## src/hdl/scp_pkg.sv

```systemverilog
// Shared types, constants and the Q.30 multiply helper of the sine/cosine pipeline.
// Depends on nothing; used by scp_reduce, scp_poly, the top module and scp_checker.
package scp_pkg;

  localparam int DEF_ANGLE_WIDTH  = 32;
  localparam int DEF_RESULT_WIDTH = 32;

  // Register stages from request to result, and the split between the two units.
  localparam int NUM_STAGES    = 10;
  localparam int REDUCE_STAGES = 4;
  localparam int POLY_STAGES   = 5;

  // Angle magnitude as an unsigned Q8.32 value.
  localparam int AQ_W = 40;
  // Quadrant index width (the index never exceeds 81).
  localparam int QUAD_W = 7;
  // Reduced angle with 32 fraction bits, signed.
  localparam int RED_W = 36;
  // Every value inside the polynomial, Q.30 signed.
  localparam int POLY_W = 34;

  typedef logic signed [POLY_W-1:0] poly_t;
  typedef logic [NUM_STAGES-1:0] stage_vec_t;

  typedef enum logic [1:0] {
    QUAD_0 = 2'd0,
    QUAD_1 = 2'd1,
    QUAD_2 = 2'd2,
    QUAD_3 = 2'd3
  } quad_e;

  // 2/pi with 24 fraction bits.
  localparam logic [23:0] TWO_OVER_PI_Q24 = 24'd10680707;
  // pi/2 as 201/128 plus a small remainder, 32 fraction bits.
  localparam logic [32:0] HALF_PI_Q32 = 33'd6746518852;

  localparam poly_t COEF3_Q30 = -34'sd178949812;
  localparam poly_t COEF5_Q30 = 34'sd8927412;
  localparam poly_t COEF7_Q30 = 34'sd199093;
  localparam poly_t ONE_Q30   = 34'sd1073741824;

  // Full-precision product, then an arithmetic shift by 30 (rounds toward minus infinity).
  function automatic poly_t mul_q30(input poly_t a, input poly_t b);
    logic signed [2*POLY_W-1:0] p;
    p = a * b;
    return p[POLY_W+29:30];
  endfunction

endpackage

```

## src/hdl/scp_reduce.sv

```systemverilog
// Range reduction: magnitude, quadrant index, reduced angle and polynomial arguments.
// Four register stages, each loaded by its own enable. Depends on scp_pkg.
module scp_reduce #(
  parameter int ANGLE_WIDTH = scp_pkg::DEF_ANGLE_WIDTH
) (
  input  logic                                clk_i,
  input  logic [scp_pkg::REDUCE_STAGES-1:0]   en_i,
  input  logic [ANGLE_WIDTH-1:0]              angle_i,
  output scp_pkg::poly_t                      x_sin_o,
  output scp_pkg::poly_t                      x_cos_o,
  output logic                                neg_o
);

  localparam int AqW   = scp_pkg::AQ_W;
  localparam int MagW  = ANGLE_WIDTH + AqW;
  localparam int ProdW = AqW + 24;
  localparam int RedW  = scp_pkg::RED_W;
  localparam int PolyW = scp_pkg::POLY_W;

  // Stage 0: magnitude aligned to 32 fraction bits.
  logic [ANGLE_WIDTH-1:0] mag;
  logic [MagW-1:0]        mag_wide;
  logic [AqW-1:0]         a0_d, a0_q;
  logic                   n0_q;

  assign mag      = angle_i[ANGLE_WIDTH-1] ? (~angle_i + 1'b1) : angle_i;
  assign mag_wide = {mag, {AqW{1'b0}}};
  assign a0_d     = mag_wide[MagW-1 -: AqW];

  always_ff @(posedge clk_i) begin
    if (en_i[0]) begin
      a0_q <= a0_d;
      n0_q <= angle_i[ANGLE_WIDTH-1];
    end
  end

  // Stage 1: quadrant index from the product with 2/pi.
  logic [ProdW-1:0]            prod;
  logic [scp_pkg::QUAD_W-1:0]  q1_d, q1_q;
  logic [AqW-1:0]              a1_q;
  logic                        n1_q;

  assign prod = ProdW'(a0_q) * ProdW'(scp_pkg::TWO_OVER_PI_Q24);
  assign q1_d = prod[56 +: scp_pkg::QUAD_W];

  always_ff @(posedge clk_i) begin
    if (en_i[1]) begin
      q1_q <= q1_d;
      a1_q <= a0_q;
      n1_q <= n0_q;
    end
  end

  // Stage 2: r = |angle| - q * pi/2.
  logic [AqW-1:0]          qhp;
  logic signed [AqW:0]     r_full;
  logic signed [RedW-1:0]  r2_d, r2_q;
  logic [1:0]              q2_q;
  logic                    n2_q;

  assign qhp    = AqW'(q1_q) * AqW'(scp_pkg::HALF_PI_Q32);
  assign r_full = $signed({1'b0, a1_q}) - $signed({1'b0, qhp});
  assign r2_d   = r_full[RedW-1:0];

  always_ff @(posedge clk_i) begin
    if (en_i[2]) begin
      r2_q <= r2_d;
      q2_q <= q1_q[1:0];
      n2_q <= n1_q;
    end
  end

  // Stage 3: offset from pi/2, drop to Q.30 and pick signed arguments by quadrant.
  logic signed [RedW-1:0] s_red;
  scp_pkg::poly_t         rq, sq, xs_d, xc_d, xs_q, xc_q;
  logic                   n3_q;

  assign s_red = r2_q - $signed(RedW'(scp_pkg::HALF_PI_Q32));
  assign rq    = r2_q[RedW-1:2];
  assign sq    = s_red[RedW-1:2];

  always_comb begin
    unique case (scp_pkg::quad_e'(q2_q))
      scp_pkg::QUAD_0: begin
        xs_d = rq;
        xc_d = -sq;
      end
      scp_pkg::QUAD_1: begin
        xs_d = -sq;
        xc_d = -rq;
      end
      scp_pkg::QUAD_2: begin
        xs_d = -rq;
        xc_d = sq;
      end
      default: begin
        xs_d = sq;
        xc_d = rq;
      end
    endcase
  end

  always_ff @(posedge clk_i) begin
    if (en_i[3]) begin
      xs_q <= xs_d;
      xc_q <= xc_d;
      n3_q <= n2_q;
    end
  end

  assign x_sin_o = xs_q;
  assign x_cos_o = xc_q;
  assign neg_o   = n3_q;

  // PolyW documents the argument width carried on both outputs.
  if (PolyW != $bits(scp_pkg::poly_t)) begin : g_width_check
    $error("scp_reduce: argument width mismatch");
  end

endmodule

```

## config.mk

```make
export PLATFORM = sky130hd
export DESIGN_NAME = scp_reduce
export DESIGN_NICKNAME = d
export VERILOG_FILES = /design/src/hdl/scp_pkg.sv /design/src/hdl/scp_reduce.sv
export SDC_FILE = /design/constraint.sdc
export NUM_CORES = 1
export LEC_CHECK = 0
export ABC_AREA = 1
export BUFFER_PORTS_ARGS = -buffer_cell sky130_fd_sc_hd__buf_2
export CORE_MARGIN = 1
export CORE_UTILIZATION = 55
export DETAILED_ROUTE_END_ITERATION = 8
export PLACE_DENSITY = 0.72
export SKIP_CTS_REPAIR_TIMING = 1
export SYNTH_ARGS = -nofsm -noshare
export SYNTH_HDL_FRONTEND = slang
export SYNTH_SLANG_ARGS = --single-unit
```

## constraint.sdc

```tcl
create_clock -name clk_i -period 8.8 [get_ports clk_i]
set_input_delay 1.76 -clock clk_i [delete_from_list [all_inputs] [get_ports clk_i]]
set_output_delay 1.76 -clock clk_i [all_outputs]
set_load 0.005 [all_outputs]
```

==> results.json <==
{
  "area.growth.synth_to_final_pct": 6.24,
  "number_of_inserted_diodes": 0,
  "htree_num_levels": 4,
  "wl_per_cell_um": 18.4,
  "route.detailed.drc": 0,
  "synth_async_reset_ratio_pct": 0,
  "depth_of_the_worst_register_to_register_path": 21,
  "cts.root.buffer_cell": "sky130_fd_sc_hd__clkbuf_16",
  "post_layout_nonfiller_instances": 4070,
  "cts.reportedPaths.clkPinSlew_ns": 0.07,
  "antenna_found_initial": 0,
  "drt_pass1_iterations": 5,
  "start_util_pct": 55.7,
  "rsz0062_at_grt": "no",
  "setup_viol": 0,
  "final-seq-area_sq_um": 5230,
  "final_common_cell": "sky130_fd_sc_hd__inv_1",
  "tritoncts_clock_tree": "done",
  "cts_sinks": 174,
  "synth_cell_type_count": 59,
  "syn_inst": 3304,
  "grt_pass1_vias": 22300,
  "synthesis.nets": 4054,
  "worst_tran_pin_value_ns": 1.01,
  "worst-endpoint-required_ns": 9.06,
  "die_height_um": 227,
  "gr-total-overflow": 0,
  "placement.setup.worst_slack_ns": 2.22,
  "cp-end-kind": "flip-flop",
  "die_area_sq_um": 51700,
  "timing_hold_violations_final": 0,
  "timing.setup.critical_path_class": "flip-flop to flip-flop",
  "drtIter0Drc": 1827,
  "slew-limit-headroom_pct": 32.5,
  "yosysWarningCount": 0,
  "fin_ws_ns": 2.22,
  "floorplan.die.width_um": 227,
  "worstSetupStartpointType": "flip-flop",
  "clockBufferDepth": 2,
  "via_count": 22200,
  "hold_path_class": "flip-flop to flip-flop",
  "placement_rows": 82,
  "area_taken_by_multi_input_logic_gates_sq_um": 19700,
  "gp_congestion": 1.01,
  "design.final.nets": 4136,
  "ys.flop_type": "sky130_fd_sc_hd__edfxtp_1",
  "grt_max_degree": 70,
  "ant_nets": 0,
  "critical_path_arrival_ns": 6.83,
  "first_pass_grt_wire_length_um": 119000,
  "final_layout_size_suffix_gt1_share_pct": 7.65,
  "syn_area_sq_um": 27900,
  "dp_hpwl_um": 64100,
  "post_route_setup_tns_ns": 0,
  "timing.max_cap.violations": 0,
  "finClkSkew_ns": 0.00862,
  "pin_count": 106,
  "result_of_the_run": "completed",
  "synth-seq-cells": 174,
  "clock.fmax_mhz": 152,
  "final.fill_count": 4480,
  "numCtsBuffers": 17,
  "synth.yosys.seq_area_share_pct": 18.7,
  "viasPerCell": 5.44,
  "period_minus_slack_ns": 6.58,
  "postSynthAreaPerCell_sq_um": 8.46,
  "floorplan.core_area_sq_um": 50200,
  "placed_cells": 4039,
  "synth_enable_flop_cells": 174,
  "crit_path_max_fanout": 6,
  "fin_worst_hold_slack_ns": 0.430,
  "final-max-slew-violation-count": 0,
  "detail_route.wirelength_um": 74800,
  "gr-usage-all-layers_pct": 30.3,
  "period_share_pct": 74.7,
  "numPortBuffers": 105,
  "final_cell_mix": "sky130_fd_sc_hd__inv_1 (731), sky130_fd_sc_hd__nand2_1 (536), sky130_fd_sc_hd__ha_1 (409)",
  "clk-insertion-delay-late_ns": 0.51,
  "hold_path_depth": 0
}
## per-stage QoR
step	area, sq um	utilization [%]
floorplan	27900	-
global placement	29100	58.1
detailed placement	29100	58.1
CTS	29700	59.2
global route	29700	59.2
finish	29700	59.2
## synth_stat cells, types with 18 or more instances
| master | count | area, sq um |
|---|---|---|
| sky130_fd_sc_hd__inv_1 | 731 | 2740 |
| sky130_fd_sc_hd__nand2_1 | 536 | 2010 |
| sky130_fd_sc_hd__ha_1 | 409 | 5120 |
| sky130_fd_sc_hd__fa_1 | 304 | 6090 |
| sky130_fd_sc_hd__nor2_1 | 231 | 867 |
| sky130_fd_sc_hd__edfxtp_1 | 174 | 5230 |
| sky130_fd_sc_hd__a21oi_1 | 135 | 676 |
| sky130_fd_sc_hd__nand3_1 | 134 | 671 |
| sky130_fd_sc_hd__xor2_1 | 105 | 920 |
| sky130_fd_sc_hd__o21ai_0 | 92 | 460 |
| sky130_fd_sc_hd__nand4_1 | 68 | 425 |
| sky130_fd_sc_hd__xnor2_1 | 48 | 420 |
| sky130_fd_sc_hd__nand2_2 | 34 | 213 |
| sky130_fd_sc_hd__nor3_1 | 27 | 135 |
| sky130_fd_sc_hd__clkbuf_1 | 24 | 90.1 |
| sky130_fd_sc_hd__inv_2 | 23 | 86.3 |
| sky130_fd_sc_hd__o2111ai_1 | 18 | 158 |
## critical path, stage by stage (launching register included)
cell                       delay, ns
sky130_fd_sc_hd__edfxtp_1       0.50
sky130_fd_sc_hd__inv_1          0.24
sky130_fd_sc_hd__fa_1           0.48
sky130_fd_sc_hd__fa_1           0.49
sky130_fd_sc_hd__fa_1           0.51
sky130_fd_sc_hd__inv_1          0.05
sky130_fd_sc_hd__fa_1           0.46
sky130_fd_sc_hd__fa_1           0.52
sky130_fd_sc_hd__fa_1           0.56
sky130_fd_sc_hd__inv_1          0.06
sky130_fd_sc_hd__fa_1           0.54
sky130_fd_sc_hd__inv_1          0.04
sky130_fd_sc_hd__ha_1           0.33
sky130_fd_sc_hd__a21oi_1        0.24
sky130_fd_sc_hd__nand2_1        0.08
sky130_fd_sc_hd__a21oi_1        0.25
sky130_fd_sc_hd__nor2_1         0.07
sky130_fd_sc_hd__o21ai_0        0.24
sky130_fd_sc_hd__nand3_1        0.11
sky130_fd_sc_hd__a221oi_1       0.26
sky130_fd_sc_hd__o21ai_0        0.15
sky130_fd_sc_hd__xor2_1         0.16
## state kept, by name, summed over array words and instances (netlist names)
name / count
a0_q: 32
x_cos_o: 34
q1_q: 7
x_sin_o: 34
n0_q: 1
neg_o: 1
q2_q: 2
n1_q: 1
n2_q: 1
r2_q: 33
a1_q: 28
## cell families (layout without fill, tap and decap cells)
group                      after synthesis  after routing  synth area share, %
adders and majority gates              713            713                 40.1
xor gates and xnor gates               157            157                 5.07
other                                    2              2               0.0269
AOI/OAI and AO/OA                      352            352                 7.34
DFF                                    174            174                 18.7
buffers and inverters                  804            898                 11.0
and+or+nand+nor                       1102           1102                 17.8
## worst paths after layout
kind / to / slack [ns] / start
max: q1_q[5] / 2.22 / a0_q[19]
min: n2_q / 0.43 / n1_q
max reg2reg: q1_q[5] / 2.22 / a0_q[19]
min reg2reg: n2_q / 0.43 / n1_q
## cell type report
| type | instances | area share, % |
|---|---|---|
| clock buffer | 19 | 1.46 |
| clock inverter | 12 | 0.375 |
| inverter | 757 | 9.60 |
| multi-input combinational | 2326 | 66.2 |
| sequential | 174 | 17.6 |
| tap | 672 | 2.83 |
| timing repair buffer | 110 | 1.90 |
## routing by layer
metal / GRT usage [%] / share of wire, % / vias to the layer above
met5: 0 / 0 / -
met4: 13.3 / 4.2 / 0
met3: 4.32 / 5.2 / 172
met2: 53.7 / 50 / 711
met1: 36.6 / 40 / 10600
li1: - / - / 10700
Power is not shown: default switching activity piles up to over one toggle a cycle in this logic, so the estimate is an artifact.
